<file path="src/hdl/assert_macros.svh">
`ifndef ASSERT_MACROS_SVH
`define ASSERT_MACROS_SVH

// checked only out of reset
`define AST_ASSERT(lbl, clk, rstn, prop, msg) \
  lbl: assert property (@(posedge clk) disable iff (!rstn) prop) else $error(msg);

// checked at every edge, reset included
`define AST_ASSERT_ALWAYS(lbl, clk, prop, msg) \
  lbl: assert property (@(posedge clk) prop) else $error(msg);

`endif

</file>
<file path="src/hdl/ast_pkg.sv">
package ast_pkg;

  localparam int SAMPLE_BITS_DEF = 16;
  localparam int CNT_W           = 10;
  localparam int SETTLE_W        = 8;
  localparam int DELTA_W         = 16;
  localparam int MASK_W          = 3;
  localparam int PHASE_W         = 3;
  localparam int CFG_IDX_W       = 3;
  localparam int CFG_DATA_W      = 16;
  localparam int NUM_AXES        = 3;
  localparam int AXIS_W          = 2;

  localparam logic [SETTLE_W-1:0] SETTLE_RST = 8'd10;
  localparam logic [CNT_W-1:0]    AVG_RST    = 10'd320;
  localparam logic [DELTA_W-1:0]  MIN_X_RST  = 16'd93;
  localparam logic [DELTA_W-1:0]  MIN_Y_RST  = 16'hFFA3;
  localparam logic [DELTA_W-1:0]  MIN_Z_RST  = 16'd112;
  localparam logic [MASK_W-1:0]   MASK_RST   = 3'b111;

  typedef enum logic [PHASE_W-1:0] {
    PH_IDLE       = 3'd0,
    PH_SETTLE_OFF = 3'd1,
    PH_AVG_OFF    = 3'd2,
    PH_SETTLE_ON  = 3'd3,
    PH_AVG_ON     = 3'd4,
    PH_DONE       = 3'd5
  } phase_e;

  typedef enum logic [CFG_IDX_W-1:0] {
    CFG_SETTLE = 3'd0,
    CFG_AVG    = 3'd1,
    CFG_MIN_X  = 3'd2,
    CFG_MIN_Y  = 3'd3,
    CFG_MIN_Z  = 3'd4,
    CFG_MASK   = 3'd5
  } cfg_idx_e;

  typedef struct packed {
    logic [SETTLE_W-1:0] settle_count;
    logic [CNT_W-1:0]    average_count;
    logic [DELTA_W-1:0]  min_delta_x;
    logic [DELTA_W-1:0]  min_delta_y;
    logic [DELTA_W-1:0]  min_delta_z;
    logic [MASK_W-1:0]   check_mask;
  } cfg_t;

  typedef struct packed {
    logic              capture;
    logic              clear;
    logic              div_load;
    logic              div_step;
    logic              mean_wb;
    logic              eval;
    logic              emit;
    logic              test_sel;
    logic [AXIS_W-1:0] axis;
    logic [CNT_W-1:0]  divisor;
    phase_e            phase;
  } cmd_t;

  typedef struct packed {
    logic div_done;
    logic out_free;
  } sts_t;

endpackage

</file>
<file path="src/hdl/ast_if.sv">
interface ast_cfg_if;
  import ast_pkg::*;
  logic                  valid;
  logic                  ready;
  logic [CFG_IDX_W-1:0]  index;
  logic [CFG_DATA_W-1:0] data;
  modport source (output valid, output index, output data, input ready);
  modport sink (input valid, input index, input data, output ready);
endinterface

interface ast_in_if #(
  parameter int SAMPLE_BITS = 16
);
  logic                          valid;
  logic                          ready;
  logic                          kind;
  logic signed [SAMPLE_BITS-1:0] accel_x;
  logic signed [SAMPLE_BITS-1:0] accel_y;
  logic signed [SAMPLE_BITS-1:0] accel_z;
  modport source (output valid, output kind, output accel_x, output accel_y,
                  output accel_z, input ready);
  modport sink (input valid, input kind, input accel_x, input accel_y,
                input accel_z, output ready);
endinterface

interface ast_out_if;
  import ast_pkg::*;
  logic                       valid;
  logic                       ready;
  logic [PHASE_W-1:0]         phase;
  logic                       self_test_request;
  logic                       done_res;
  logic                       pass;
  logic signed [DELTA_W-1:0]  change_x;
  logic signed [DELTA_W-1:0]  change_y;
  logic signed [DELTA_W-1:0]  change_z;
  modport source (output valid, output phase, output self_test_request, output done_res,
                  output pass, output change_x, output change_y, output change_z,
                  input ready);
  modport sink (input valid, input phase, input self_test_request, input done_res,
                input pass, input change_x, input change_y, input change_z,
                output ready);
endinterface

</file>
<file path="src/hdl/accel_self_test_evaluator.sv">
// Three-axis accelerometer self-test evaluator. A kind=0 transaction starts a sequence and
// clears all averages; kind=1 transactions carry samples, which are discarded for
// settle_count samples, averaged with self-test off for average_count samples, discarded
// again, then averaged with self_test_request high. Every input transaction yields exactly
// one result showing the phase after it; once both averages are done, done_res, pass and the
// per-axis change are reported. Start, settle and ignored samples go straight to the result.
// In an averaging phase, each axis of a sample goes in turn through one shared restoring
// divider that retires one quotient bit per cycle, and its new mean is written back; a
// sample that closes the sequence then passes an evaluate step before its result.
// A new transaction is taken while the previous result still waits in the output register.
// Configuration writes are taken at any time and must only be issued while idle.
module accel_self_test_evaluator
  import ast_pkg::*;
#(
  parameter int SAMPLE_BITS = SAMPLE_BITS_DEF
) (
  input  logic          clk_i,
  input  logic          rst_ni,
  ast_cfg_if.sink       cfg_i,
  ast_in_if.sink        in_i,
  ast_out_if.source     out_o
);

  cfg_t cfg;
  cmd_t cmd;
  sts_t sts;

  ast_cfg u_cfg (
    .clk_i       (clk_i),
    .rst_ni      (rst_ni),
    .cfg_valid_i (cfg_i.valid),
    .cfg_index_i (cfg_i.index),
    .cfg_data_i  (cfg_i.data),
    .cfg_ready_o (cfg_i.ready),
    .cfg_o       (cfg)
  );

  ast_ctrl u_ctrl (
    .clk_i      (clk_i),
    .rst_ni     (rst_ni),
    .cfg_i      (cfg),
    .in_valid_i (in_i.valid),
    .in_kind_i  (in_i.kind),
    .in_ready_o (in_i.ready),
    .sts_i      (sts),
    .cmd_o      (cmd)
  );

  ast_dp #(
    .SAMPLE_BITS (SAMPLE_BITS)
  ) u_dp (
    .clk_i               (clk_i),
    .rst_ni              (rst_ni),
    .cfg_i               (cfg),
    .accel_x_i           (in_i.accel_x),
    .accel_y_i           (in_i.accel_y),
    .accel_z_i           (in_i.accel_z),
    .cmd_i               (cmd),
    .sts_o               (sts),
    .out_valid_o         (out_o.valid),
    .out_ready_i         (out_o.ready),
    .phase_o             (out_o.phase),
    .self_test_request_o (out_o.self_test_request),
    .done_res_o          (out_o.done_res),
    .pass_o              (out_o.pass),
    .change_x_o          (out_o.change_x),
    .change_y_o          (out_o.change_y),
    .change_z_o          (out_o.change_z)
  );

endmodule

</file>
<file path="src/hdl/ast_cfg.sv">
module ast_cfg
  import ast_pkg::*;
(
  input  logic                  clk_i,
  input  logic                  rst_ni,
  input  logic                  cfg_valid_i,
  input  logic [CFG_IDX_W-1:0]  cfg_index_i,
  input  logic [CFG_DATA_W-1:0] cfg_data_i,
  output logic                  cfg_ready_o,
  output cfg_t                  cfg_o
);

  cfg_t cfg_q, cfg_d;

  assign cfg_ready_o = 1'b1;
  assign cfg_o       = cfg_q;

  always_comb begin
    cfg_d = cfg_q;
    if (cfg_valid_i) begin
      case (cfg_index_i)
        CFG_SETTLE: cfg_d.settle_count  = cfg_data_i[SETTLE_W-1:0];
        CFG_AVG:    cfg_d.average_count = cfg_data_i[CNT_W-1:0];
        CFG_MIN_X:  cfg_d.min_delta_x   = cfg_data_i[DELTA_W-1:0];
        CFG_MIN_Y:  cfg_d.min_delta_y   = cfg_data_i[DELTA_W-1:0];
        CFG_MIN_Z:  cfg_d.min_delta_z   = cfg_data_i[DELTA_W-1:0];
        CFG_MASK:   cfg_d.check_mask    = cfg_data_i[MASK_W-1:0];
        default:    cfg_d = cfg_q;
      endcase
    end
  end

  always_ff @(posedge clk_i or negedge rst_ni) begin
    if (!rst_ni) begin
      cfg_q.settle_count  <= SETTLE_RST;
      cfg_q.average_count <= AVG_RST;
      cfg_q.min_delta_x   <= MIN_X_RST;
      cfg_q.min_delta_y   <= MIN_Y_RST;
      cfg_q.min_delta_z   <= MIN_Z_RST;
      cfg_q.check_mask    <= MASK_RST;
    end else begin
      cfg_q <= cfg_d;
    end
  end

endmodule

</file>
<file path="src/hdl/ast_dp.sv">
module ast_dp
  import ast_pkg::*;
#(
  parameter int SAMPLE_BITS = SAMPLE_BITS_DEF
) (
  input  logic                          clk_i,
  input  logic                          rst_ni,
  input  cfg_t                          cfg_i,
  input  logic signed [SAMPLE_BITS-1:0] accel_x_i,
  input  logic signed [SAMPLE_BITS-1:0] accel_y_i,
  input  logic signed [SAMPLE_BITS-1:0] accel_z_i,
  input  cmd_t                          cmd_i,
  output sts_t                          sts_o,
  output logic                          out_valid_o,
  input  logic                          out_ready_i,
  output logic [PHASE_W-1:0]            phase_o,
  output logic                          self_test_request_o,
  output logic                          done_res_o,
  output logic                          pass_o,
  output logic signed [DELTA_W-1:0]     change_x_o,
  output logic signed [DELTA_W-1:0]     change_y_o,
  output logic signed [DELTA_W-1:0]     change_z_o
);

  localparam int BCW = $clog2(SAMPLE_BITS + 1);
  localparam int CW  = (SAMPLE_BITS > DELTA_W) ? SAMPLE_BITS : DELTA_W;

  logic [SAMPLE_BITS-1:0] smp_q    [NUM_AXES];
  logic [SAMPLE_BITS-1:0] normal_q [NUM_AXES];
  logic [SAMPLE_BITS-1:0] test_q   [NUM_AXES];

  logic [SAMPLE_BITS-1:0] dvd_q;
  logic [CNT_W-1:0]       rem_q;
  logic                   neg_q;
  logic [BCW-1:0]         bcnt_q;
  logic                   done_q;
  logic                   pass_q;

  logic [SAMPLE_BITS-1:0] cur_smp, cur_mean, diff, mag, quot, new_mean;
  logic [CNT_W:0]         rem_sh, rem_nx;
  logic                   ge;

  logic [SAMPLE_BITS-1:0] chg     [NUM_AXES];
  logic signed [CW-1:0]   chg_ext [NUM_AXES];
  logic signed [CW-1:0]   min_ext [NUM_AXES];
  logic [NUM_AXES-1:0]    fail;
  logic                   out_valid_q;

  always_comb begin
    cur_smp  = smp_q[cmd_i.axis];
    cur_mean = cmd_i.test_sel ? test_q[cmd_i.axis] : normal_q[cmd_i.axis];
    diff     = cur_smp - cur_mean;
    mag      = diff[SAMPLE_BITS-1] ? (~diff + SAMPLE_BITS'(1)) : diff;
    rem_sh   = {rem_q, dvd_q[SAMPLE_BITS-1]};
    ge       = rem_sh >= {1'b0, cmd_i.divisor};
    rem_nx   = ge ? (rem_sh - {1'b0, cmd_i.divisor}) : rem_sh;
    quot     = neg_q ? (~dvd_q + SAMPLE_BITS'(1)) : dvd_q;
    new_mean = cur_mean + quot;
  end

  always_comb begin
    min_ext[0] = CW'($signed(cfg_i.min_delta_x));
    min_ext[1] = CW'($signed(cfg_i.min_delta_y));
    min_ext[2] = CW'($signed(cfg_i.min_delta_z));
    for (int j = 0; j < NUM_AXES; j++) begin
      chg[j]     = test_q[j] - normal_q[j];
      chg_ext[j] = CW'($signed(chg[j]));
      fail[j]    = cfg_i.check_mask[j] && (chg_ext[j] < min_ext[j]);
    end
  end

  assign sts_o.div_done = (bcnt_q == '0);
  assign sts_o.out_free = !out_valid_q || out_ready_i;
  assign out_valid_o    = out_valid_q;

  always_ff @(posedge clk_i) begin
    if (cmd_i.capture) begin
      smp_q[0] <= accel_x_i;
      smp_q[1] <= accel_y_i;
      smp_q[2] <= accel_z_i;
    end
    if (cmd_i.div_load) begin
      dvd_q <= mag;
      rem_q <= '0;
      neg_q <= diff[SAMPLE_BITS-1];
    end else if (cmd_i.div_step && (bcnt_q != '0)) begin
      dvd_q <= {dvd_q[SAMPLE_BITS-2:0], ge};
      rem_q <= rem_nx[CNT_W-1:0];
    end
    if (cmd_i.emit) begin
      phase_o             <= cmd_i.phase;
      self_test_request_o <= (cmd_i.phase == PH_SETTLE_ON) || (cmd_i.phase == PH_AVG_ON);
      done_res_o          <= done_q;
      pass_o              <= done_q && pass_q;
      change_x_o          <= done_q ? chg_ext[0][DELTA_W-1:0] : '0;
      change_y_o          <= done_q ? chg_ext[1][DELTA_W-1:0] : '0;
      change_z_o          <= done_q ? chg_ext[2][DELTA_W-1:0] : '0;
    end
  end

  always_ff @(posedge clk_i or negedge rst_ni) begin
    if (!rst_ni) begin
      for (int j = 0; j < NUM_AXES; j++) begin
        normal_q[j] <= '0;
        test_q[j]   <= '0;
      end
      bcnt_q      <= '0;
      done_q      <= 1'b0;
      pass_q      <= 1'b0;
      out_valid_q <= 1'b0;
    end else begin
      if (cmd_i.clear) begin
        for (int j = 0; j < NUM_AXES; j++) begin
          normal_q[j] <= '0;
          test_q[j]   <= '0;
        end
        done_q <= 1'b0;
        pass_q <= 1'b0;
      end else if (cmd_i.mean_wb) begin
        if (cmd_i.test_sel) begin
          test_q[cmd_i.axis] <= new_mean;
        end else begin
          normal_q[cmd_i.axis] <= new_mean;
        end
      end else if (cmd_i.eval) begin
        done_q <= 1'b1;
        pass_q <= ~|fail;
      end
      if (cmd_i.div_load) begin
        bcnt_q <= BCW'(SAMPLE_BITS);
      end else if (cmd_i.div_step && (bcnt_q != '0)) begin
        bcnt_q <= bcnt_q - BCW'(1);
      end
      if (cmd_i.emit) begin
        out_valid_q <= 1'b1;
      end else if (out_ready_i) begin
        out_valid_q <= 1'b0;
      end
    end
  end

endmodule

</file>
<file path="src/hdl/ast_ctrl.sv">
`include "assert_macros.svh"

module ast_ctrl
  import ast_pkg::*;
(
  input  logic clk_i,
  input  logic rst_ni,
  input  cfg_t cfg_i,
  input  logic in_valid_i,
  input  logic in_kind_i,
  output logic in_ready_o,
  input  sts_t sts_i,
  output cmd_t cmd_o
);

  typedef enum logic [5:0] {
    S_IDLE = 6'b000001,
    S_LOAD = 6'b000010,
    S_RUN  = 6'b000100,
    S_WB   = 6'b001000,
    S_EVAL = 6'b010000,
    S_EMIT = 6'b100000
  } state_e;

  state_e            state_q, state_d;
  phase_e            phase_q, phase_d;
  logic [CNT_W-1:0]  cnt_q, cnt_d;
  logic [CNT_W-1:0]  n_q, n_d;
  logic [AXIS_W-1:0] axis_q, axis_d;
  logic [CNT_W-1:0]  cnt_inc, avg_eff;
  logic              settle_zero;

  assign in_ready_o  = (state_q == S_IDLE);
  assign cnt_inc     = cnt_q + CNT_W'(1);
  assign avg_eff     = (cfg_i.average_count == '0) ? CNT_W'(1) : cfg_i.average_count;
  assign settle_zero = (cfg_i.settle_count == '0);

  always_comb begin
    state_d = state_q;
    phase_d = phase_q;
    cnt_d   = cnt_q;
    n_d     = n_q;
    axis_d  = axis_q;

    cmd_o          = '0;
    cmd_o.axis     = axis_q;
    cmd_o.divisor  = n_q;
    cmd_o.test_sel = (phase_q == PH_AVG_ON);
    cmd_o.phase    = phase_q;

    case (state_q)
      S_IDLE: begin
        if (in_valid_i) begin
          cmd_o.capture = 1'b1;
          state_d       = S_EMIT;
          if (!in_kind_i) begin
            cmd_o.clear = 1'b1;
            cnt_d       = '0;
            phase_d     = settle_zero ? PH_AVG_OFF : PH_SETTLE_OFF;
          end else begin
            case (phase_q)
              PH_SETTLE_OFF, PH_SETTLE_ON: begin
                if (cnt_inc >= CNT_W'(cfg_i.settle_count)) begin
                  cnt_d   = '0;
                  phase_d = (phase_q == PH_SETTLE_OFF) ? PH_AVG_OFF : PH_AVG_ON;
                end else begin
                  cnt_d = cnt_inc;
                end
              end
              PH_AVG_OFF, PH_AVG_ON: begin
                n_d     = (cnt_inc == '0) ? CNT_W'(1) : cnt_inc;
                axis_d  = '0;
                state_d = S_LOAD;
              end
              default: state_d = S_EMIT;
            endcase
          end
        end
      end
      S_LOAD: begin
        cmd_o.div_load = 1'b1;
        state_d        = S_RUN;
      end
      S_RUN: begin
        cmd_o.div_step = 1'b1;
        if (sts_i.div_done) begin
          state_d = S_WB;
        end
      end
      S_WB: begin
        cmd_o.mean_wb = 1'b1;
        if (axis_q == AXIS_W'(NUM_AXES - 1)) begin
          if (n_q >= avg_eff) begin
            cnt_d = '0;
            if (phase_q == PH_AVG_OFF) begin
              phase_d = settle_zero ? PH_AVG_ON : PH_SETTLE_ON;
              state_d = S_EMIT;
            end else begin
              state_d = S_EVAL;
            end
          end else begin
            cnt_d   = n_q;
            state_d = S_EMIT;
          end
        end else begin
          axis_d  = axis_q + AXIS_W'(1);
          state_d = S_LOAD;
        end
      end
      S_EVAL: begin
        cmd_o.eval = 1'b1;
        phase_d    = PH_DONE;
        state_d    = S_EMIT;
      end
      S_EMIT: begin
        if (sts_i.out_free) begin
          cmd_o.emit = 1'b1;
          state_d    = S_IDLE;
        end
      end
      default: state_d = S_IDLE;
    endcase
  end

  always_ff @(posedge clk_i or negedge rst_ni) begin
    if (!rst_ni) begin
      state_q <= S_IDLE;
      phase_q <= PH_IDLE;
      cnt_q   <= '0;
      n_q     <= '0;
      axis_q  <= '0;
    end else begin
      state_q <= state_d;
      phase_q <= phase_d;
      cnt_q   <= cnt_d;
      n_q     <= n_d;
      axis_q  <= axis_d;
    end
  end

  `AST_ASSERT(a_busy_after_accept, clk_i, rst_ni, (in_valid_i && in_ready_o) |=> (state_q != S_IDLE), "accepted transaction left controller idle")
  `AST_ASSERT(a_div_to_wb, clk_i, rst_ni, (state_q == S_RUN && sts_i.div_done) |=> (state_q == S_WB), "divider finish not followed by writeback")
  `AST_ASSERT(a_axis_range, clk_i, rst_ni, axis_q <= AXIS_W'(NUM_AXES - 1), "axis index out of range")
  `AST_ASSERT_ALWAYS(a_phase_range, clk_i, phase_q <= PH_DONE, "phase beyond finished")

endmodule
</file>
<file path="src/flat_wrapper.sv">
// flat-port wrapper written by rule: the top's interface ports become plain ports
module accel_self_test_evaluator_flat import ast_pkg::*;
#(
  parameter int SAMPLE_BITS = SAMPLE_BITS_DEF
)
  (clk_i, rst_ni, cfg_i_valid, cfg_i_index, cfg_i_data, cfg_i_ready, in_i_valid, in_i_kind, in_i_accel_x, in_i_accel_y, in_i_accel_z, in_i_ready, out_o_valid, out_o_phase, out_o_self_test_request, out_o_done_res, out_o_pass, out_o_change_x, out_o_change_y, out_o_change_z, out_o_ready);
  ast_cfg_if cfg_i_i ();
  ast_in_if #(.SAMPLE_BITS(SAMPLE_BITS)) in_i_i ();
  ast_out_if out_o_i ();
  input  logic clk_i;
  input  logic rst_ni;
  input wire logic [$bits(cfg_i_i.valid)-1:0] cfg_i_valid;
  input wire logic [$bits(cfg_i_i.index)-1:0] cfg_i_index;
  input wire logic [$bits(cfg_i_i.data)-1:0] cfg_i_data;
  output wire logic [$bits(cfg_i_i.ready)-1:0] cfg_i_ready;
  input wire logic [$bits(in_i_i.valid)-1:0] in_i_valid;
  input wire logic [$bits(in_i_i.kind)-1:0] in_i_kind;
  input wire logic [$bits(in_i_i.accel_x)-1:0] in_i_accel_x;
  input wire logic [$bits(in_i_i.accel_y)-1:0] in_i_accel_y;
  input wire logic [$bits(in_i_i.accel_z)-1:0] in_i_accel_z;
  output wire logic [$bits(in_i_i.ready)-1:0] in_i_ready;
  output wire logic [$bits(out_o_i.valid)-1:0] out_o_valid;
  output wire logic [$bits(out_o_i.phase)-1:0] out_o_phase;
  output wire logic [$bits(out_o_i.self_test_request)-1:0] out_o_self_test_request;
  output wire logic [$bits(out_o_i.done_res)-1:0] out_o_done_res;
  output wire logic [$bits(out_o_i.pass)-1:0] out_o_pass;
  output wire logic [$bits(out_o_i.change_x)-1:0] out_o_change_x;
  output wire logic [$bits(out_o_i.change_y)-1:0] out_o_change_y;
  output wire logic [$bits(out_o_i.change_z)-1:0] out_o_change_z;
  input wire logic [$bits(out_o_i.ready)-1:0] out_o_ready;
  assign cfg_i_i.valid = cfg_i_valid;
  assign cfg_i_i.index = cfg_i_index;
  assign cfg_i_i.data = cfg_i_data;
  assign cfg_i_ready = cfg_i_i.ready;
  assign in_i_i.valid = in_i_valid;
  assign in_i_i.kind = in_i_kind;
  assign in_i_i.accel_x = in_i_accel_x;
  assign in_i_i.accel_y = in_i_accel_y;
  assign in_i_i.accel_z = in_i_accel_z;
  assign in_i_ready = in_i_i.ready;
  assign out_o_valid = out_o_i.valid;
  assign out_o_phase = out_o_i.phase;
  assign out_o_self_test_request = out_o_i.self_test_request;
  assign out_o_done_res = out_o_i.done_res;
  assign out_o_pass = out_o_i.pass;
  assign out_o_change_x = out_o_i.change_x;
  assign out_o_change_y = out_o_i.change_y;
  assign out_o_change_z = out_o_i.change_z;
  assign out_o_i.ready = out_o_ready;
  accel_self_test_evaluator #(.SAMPLE_BITS(SAMPLE_BITS)) u_core (.clk_i(clk_i), .rst_ni(rst_ni), .cfg_i(cfg_i_i), .in_i(in_i_i), .out_o(out_o_i));
endmodule
</file>
<file path="config.mk">
export PLATFORM = sky130hd
export DESIGN_NAME = accel_self_test_evaluator_flat
export DESIGN_NICKNAME = d
export VERILOG_FILES = /design/src/hdl/ast_pkg.sv /design/src/hdl/ast_if.sv /design/src/hdl/accel_self_test_evaluator.sv /design/src/hdl/ast_cfg.sv /design/src/hdl/ast_dp.sv /design/src/hdl/ast_ctrl.sv /design/src/flat_wrapper.sv
export VERILOG_INCLUDE_DIRS = /design/src /design/src/hdl
export SDC_FILE = /design/constraint.sdc
export NUM_CORES = 1
export LEC_CHECK = 0
export ABC_AREA = 1
export BUFFER_PORTS_ARGS = -buffer_cell sky130_fd_sc_hd__buf_2
export CORE_ASPECT_RATIO = 1.1
export CORE_UTILIZATION = 40
export CTS_CLUSTER_DIAMETER = 120
export DETAILED_ROUTE_END_ITERATION = 6
export GPL_ROUTABILITY_DRIVEN = 0
export GPL_TIMING_DRIVEN = 0
export MAX_ROUTING_LAYER = met4
export PLACE_DENSITY = 0.53
export SYNTH_ARGS = -nofsm -noshare
export SYNTH_HDL_FRONTEND = slang
export SYNTH_SLANG_ARGS = --single-unit
</file>
<file path="constraint.sdc">
create_clock -name clk_i -period 5.3 [get_ports clk_i]
set_input_delay 0.265 -clock clk_i [delete_from_list [all_inputs] [get_ports clk_i]]
set_output_delay 0.265 -clock clk_i [all_outputs]
set_load 0.1 [all_outputs]
</file>
Word-level counts from Yosys, hierarchy flattened. Memory sizes are Yosys's and may differ from the RTL's. Cells that the tools add are included.

Register bits after elaboration: 285. Bits in latches: 0. Bits in writable memories: 48. Memory bits (read-only): 0. Bits of input ports: 73. Output and inout port bits: 57. Logic and storage cells: 200. Memories: 1.

Memory list: u_core.u_dp.smp_q (words 3, bits a word 16, read ports 1, clocked after memory_dff 0, wr ports 3, RTL line ast_dp.sv:28) `logic [SAMPLE_BITS-1:0] smp_q [NUM_AXES];`.

Add/subtract/negate cells: 11. $mul: 0. Div/mod/pow operators: 0. Order comparisons: 8. Eq/ne operators: 29. Shift-type cells: 0. Muxes and demuxes: 77. Bitwise gates (word level): 3. Reductions and logical operators: 40.

Operator list (count): $mux W48 (6); $mux W16 (10); $bwmux W48 (2); $mux W10 (9); $bmux W16 S2 (2); $sub A16 B16 Y16 (4); $lt A16 B16 Y1 (3); $mux W6 (8); $pmux W6 S6 (1); $add A16 B1 Y16 const B (2); $demux W16 S2 (1); $not A16 Y16 (2); $mux W3 (9); $logic_not A10 Y1 (2); $pmux W10 S2 (1); $reduce_and A2 Y1 (9); $mux W1 (17); $add A16 B16 Y16 (1); $mux W2 (7); $eq A3 B2 Y1 const B (4); $ne A2 B2 Y1 const B (6); $reduce_bool A2 Y1 (6); $ge A11 B10 Y1 (1); $add A10 B1 Y10 const B (1); other kinds (36) (54).

Longest topological paths before layout.
Depth after elaboration: 10. Gate-level depth with buffers: 26. Depth with buffers taken out: 23.

By module. A second synthesis with hierarchy kept.

Cell total of the unflattened synthesis: 2700. Area total of the unflattened synthesis: 21077.7 µm².

By module, submodules not included: ast_dp (instances 1, cells an instance 2029, area each 15790.1 µm², seq. area each 6376.1 µm²); ast_cfg (instances 1, cells an instance 313, area each 2802.7 µm², seq. area each 1760.4 µm²); ast_ctrl (instances 1, cells an instance 358, area each 2484.9 µm², seq. area each 777.0 µm²).

Worst setup path after synthesis. No wires, ideal clock.

Path type: reg-to-reg. From: register u_core.u_ctrl.state_q[2]. To: register u_core.u_dp.change_x_o[0] (enable). Library setup time: 0.466 ns. Data arrival time: 3.326 ns. Required time: 4.834 ns. Setup slack: 1.509 ns. Stages on the path, launching flop included: 8. Buffers on the path: 0. Clock period less this slack: 3.791 ns. Cell sequence: dfrtp_1 nor2_1 inv_1 nor2_1 inv_1 nor3_1 inv_1 nor2_1.

RTL lines: start, declared (RTL line ast_ctrl.sv:25) `state_e state_q, state_d;`; start signal, assigned (RTL line ast_ctrl.sv:133) `state_q <= state_d;`; end signal, assigned (RTL line ast_dp.sv:95) `change_x_o <= done_q ? chg_ext[0][DELTA_W-1:0] : '0;`; end, declared (RTL line ast_dp.sv:20) `output logic signed [DELTA_W-1:0] change_x_o,`.

Final worst setup path.
From: register u_core.u_ctrl.phase_q[2]. To: register u_core.u_dp.normal_q[8] in the netlist's numbering.

Cells in the longest elaborated chain, start to end: 7. Elaborated cells between the ends (all ways): 9. Those cells by class: add/sub (1); eq/ne (2); mux (5); reduce/logical (1).

Ends and longest elaborated chain: start, declared (RTL line ast_ctrl.sv:26) `phase_e phase_q, phase_d;`; start signal, assigned (RTL line ast_ctrl.sv:134) `phase_q <= phase_d;`; $eq A3 B3 Y1 * (RTL line ast_ctrl.sv:48) `cmd_o.test_sel = (phase_q == PH_AVG_ON);`; $mux W16 (RTL line ast_dp.sv:51) `cur_mean = cmd_i.test_sel ? test_q[cmd_i.axis] : normal_q[cmd_i.axis];`; $add A16 B16 Y16 (RTL line ast_dp.sv:58) `new_mean = cur_mean + quot;`; $bwmux W48 (RTL line ast_dp.sv:123) `normal_q[cmd_i.axis] <= new_mean;`; $mux W48 (RTL line ast_dp.sv:120) `if (cmd_i.test_sel) begin`; $mux W48 (RTL line ast_dp.sv:119) `end else if (cmd_i.mean_wb) begin`; $mux W48 (RTL line ast_dp.sv:112) `if (cmd_i.clear) begin`; end signal, assigned by index (RTL line ast_dp.sv:123); end, declared (RTL line ast_dp.sv:29) `logic [SAMPLE_BITS-1:0] normal_q [NUM_AXES];`.

Mark *: on every way between the ends. The rest lies on a longest branch, timed or not. The select of a mux whose other input is x is not followed. A chain may end at the register's enable or synchronous reset.

==> impl_metrics.yaml <==
finish:
  finish.utilization_pct: 47.23
  num_antenna_cells: 0
  layout_commonest_cell: "nand2_1"
  final_nets: 3081
  final_cell_count_no_fill: 3544
  layout_common_cells: "nand2_1, inv_1, o21ai_0, nor2_1, dfrtp_1"
  drive_gt1_share_pct: 10.53
  area_growth_pct: 16.14
global_route:
  grt_max_degree: 116
  grt-ovfl-total: 0
  first_global_vias: 18270
  grt_usage_pct: 25.76
  grt_pass1_wl_um: 101300
  antenna_found_initial: 1
flow_run:
  drv_cap: 0
floorplanning:
  core_um2: 51380
  die_h_um: 241.7
  dieArea_um2: 53160
  start_util_pct: 40.67
  rows: 87
  pin_count: 130
  fp.dieW_um: 219.9
timing:
  timing.hold.ws_ns: 0.01409
  rsz0062_at_grt: "no"
  skew_ns: 0.01917
  min_period_ns: 4.695
  fmax_mhz: 213.0
  tightest_slew_ns: 1.092
  hold_violations: 0
  setup_viol: 0
  drv_slew: 0
  fin_tns_setup_ns: 0
  slew_headroom_pct: 26.96
  min_period_over_period_pct: 88.58
synth:
  async_reset_ff_share_pct: 61.26
  ys_warn_count: 0
  synth_cell_type_count: 60
  synth-seq-cells: 333
  syn_inst: 2623
  ys_seq_area_share_pct: 42.66
  synth_top_area_share_pct: 21.08
  syn_area_per_cell_um2: 7.967
  yosys_most_used_dff: "dfrtp_1"
  syn_nets: 2858
  synth_top_cell_by_area: "dfrtp_1"
  synth_edf_count: 119
  netlist_area_um2: 20900
  synth.area.top_cells: "dfrtp_1, edfxtp_1, nand2_1"
placed_design:
  io_buffers: 127
  dp_cells: 3420
  dp_hpwl_um: 51760
routing:
  antenna_left: 0
  viasPerCell: 5.198
  vias: 18420
  wl_per_cell_um: 18.63
  drt_wl_total_um: 66040
  drtPass1Iterations: 7
  drc_errors: 24
  first_iter_violations: 1138
status:
  violations: "DRC"
  run_status: "complete, but fails checks"
critical_path:
  cp.required_ns: 5.80
  arrival_ns: 5.20
  crit_path_start_kind: "register"
  crit_fanout: 10
  criticalPathCategory: "register to register"
  crit_path_end_kind: "register"
clock_network:
  cts_num_sinks: 333
  post-cts-setup-buffers: 0
  cts_htree_levels: 2
  clk_path_buf_depth: 3
  clkLatencyLatePin_ns: 0.59
  clockRootBuffer: "clkbuf_16"
  clk_pin_slew_ns: 0.06
  tritoncts: "yes"
  numCtsBuffers: 39
min_path:
  hp-class: "primary input to register"
-- repair_timing --
action / CTS / global route
hold buffers: 51 / 0
gates resized for setup: 0 / 0
hold endpoints to repair: 142 / 0
-- final timing paths --
path	from	endpoint	slack [ns]	depth (start not counted)
max	u_core.u_ctrl.phase_q[2]	u_core.u_dp.normal_q[8]	0.61	15
min	cfg_i_data[14]	u_core.u_cfg.cfg_o[33]	0.01	3
max reg2reg	u_core.u_ctrl.phase_q[2]	u_core.u_dp.normal_q[8]	0.61	15
min reg2reg	u_core.u_dp.bcnt_q[3]	u_core.u_dp.bcnt_q[3]	0.46	1
max in group asynchronous	rst_ni	u_core.u_cfg.cfg_o[24]	4.04	4
min in group asynchronous	rst_ni	u_core.u_dp.test_q[41]	0.31	3
-- flip-flops by register name, summed over array words and instances (netlist names), 16 cells and up --
name                    flops
u_core.u_dp.normal_q       48
u_core.u_dp.change_x_o     16
u_core.u_dp.change_y_o     16
u_core.u_dp.smp_q          48
u_core.u_dp.change_z_o     16
u_core.u_dp.test_q         48
u_core.u_cfg.cfg_o         69
u_core.u_dp.dvd_q          16
-- layout make-up --
cell class	instances	area (µm²)
buffer	68	340.3
clock buffer	56	1090
clock inverter	16	188.9
fill	5117	27110
inverter	387	1465
multi-input combinational	1835	10180
sequential	333	8914
tap	667	834.6
timing repair buffer	182	1251
-- through the flow --
step | setup WS (ns) | cell area, µm²
2_1_floorplan | 1.509 | 20900
3_3_place_gp | 0.07801 | 22370
3_5_place_dp | 0.5772 | 22460
4_1_cts | 0.5439 | 24250
5_1_grt | 0.1984 | 24270
6_report | 0.6054 | 24270
-- cells in the mapped netlist, drive strengths merged (6+ instances only) --
cell type  number
a31oi           9
dfxtp          10
o32ai          14
buf            29
nor3           23
dfstp          28
or2             7
o21bai         12
dfrtp         176
o31ai           7
edfxtp        119
a21oi         145
a211oi         19
inv           382
nand3b         12
nand3         131
nor2          216
clkbuf         39
a21o            7
ha            156
o211ai          6
nor4            6
o21ai         276
xor2           63
nand4          27
nand2         659
xnor2          15
fa              6
-- worst max-delay path, stage by stage, from the launching register on --
cell and delay (ns):
dfrtp_1 0.44, inv_1 0.13, nor3_4 0.08, inv_2 0.15, clkbuf_1 0.43, nor2_1 0.08
o32ai_1 0.94, inv_1 0.26, fa_1 0.52, nand3b_1 0.17, nand2_1 0.12, a21oi_1 0.12
o21ai_0 0.23, xor2_1 0.59, nand2_1 0.19, o21ai_1 0.16
-- cells by family (layout without fill, tap and decap cells) --
| group | count (synthesis) | after routing | share of synthesized area (%) |
|---|---|---|---|
| AND/OR/NAND/NOR | 1086 | 1086 | 21.87 |
| AO/OA/AOI/OAI | 508 | 508 | 13.63 |
| buffers and inverters | 455 | 709 | 8.640 |
| flip-flops | 333 | 333 | 42.66 |
| adder cells (fa/ha/maj) | 162 | 162 | 9.916 |
| XOR/XNOR | 78 | 78 | 3.269 |
| other | 1 | 1 | 0.01795 |
-- metal layers --
layer  vias up  wire [µm]  track usage [%]  part of all wire (%)
li1       9074          -                -                     -
met3       177       2581            3.006                   3.9
met1      8670      27070            30.06                    41
met5         -          0                -                     0
met4         0       3213            11.64                   4.9
met2       502      33180            43.99                    50
Power is left out: the tool's default activity adds up to more than one toggle a clock period on the data nets, which glitch-free logic cannot reach.
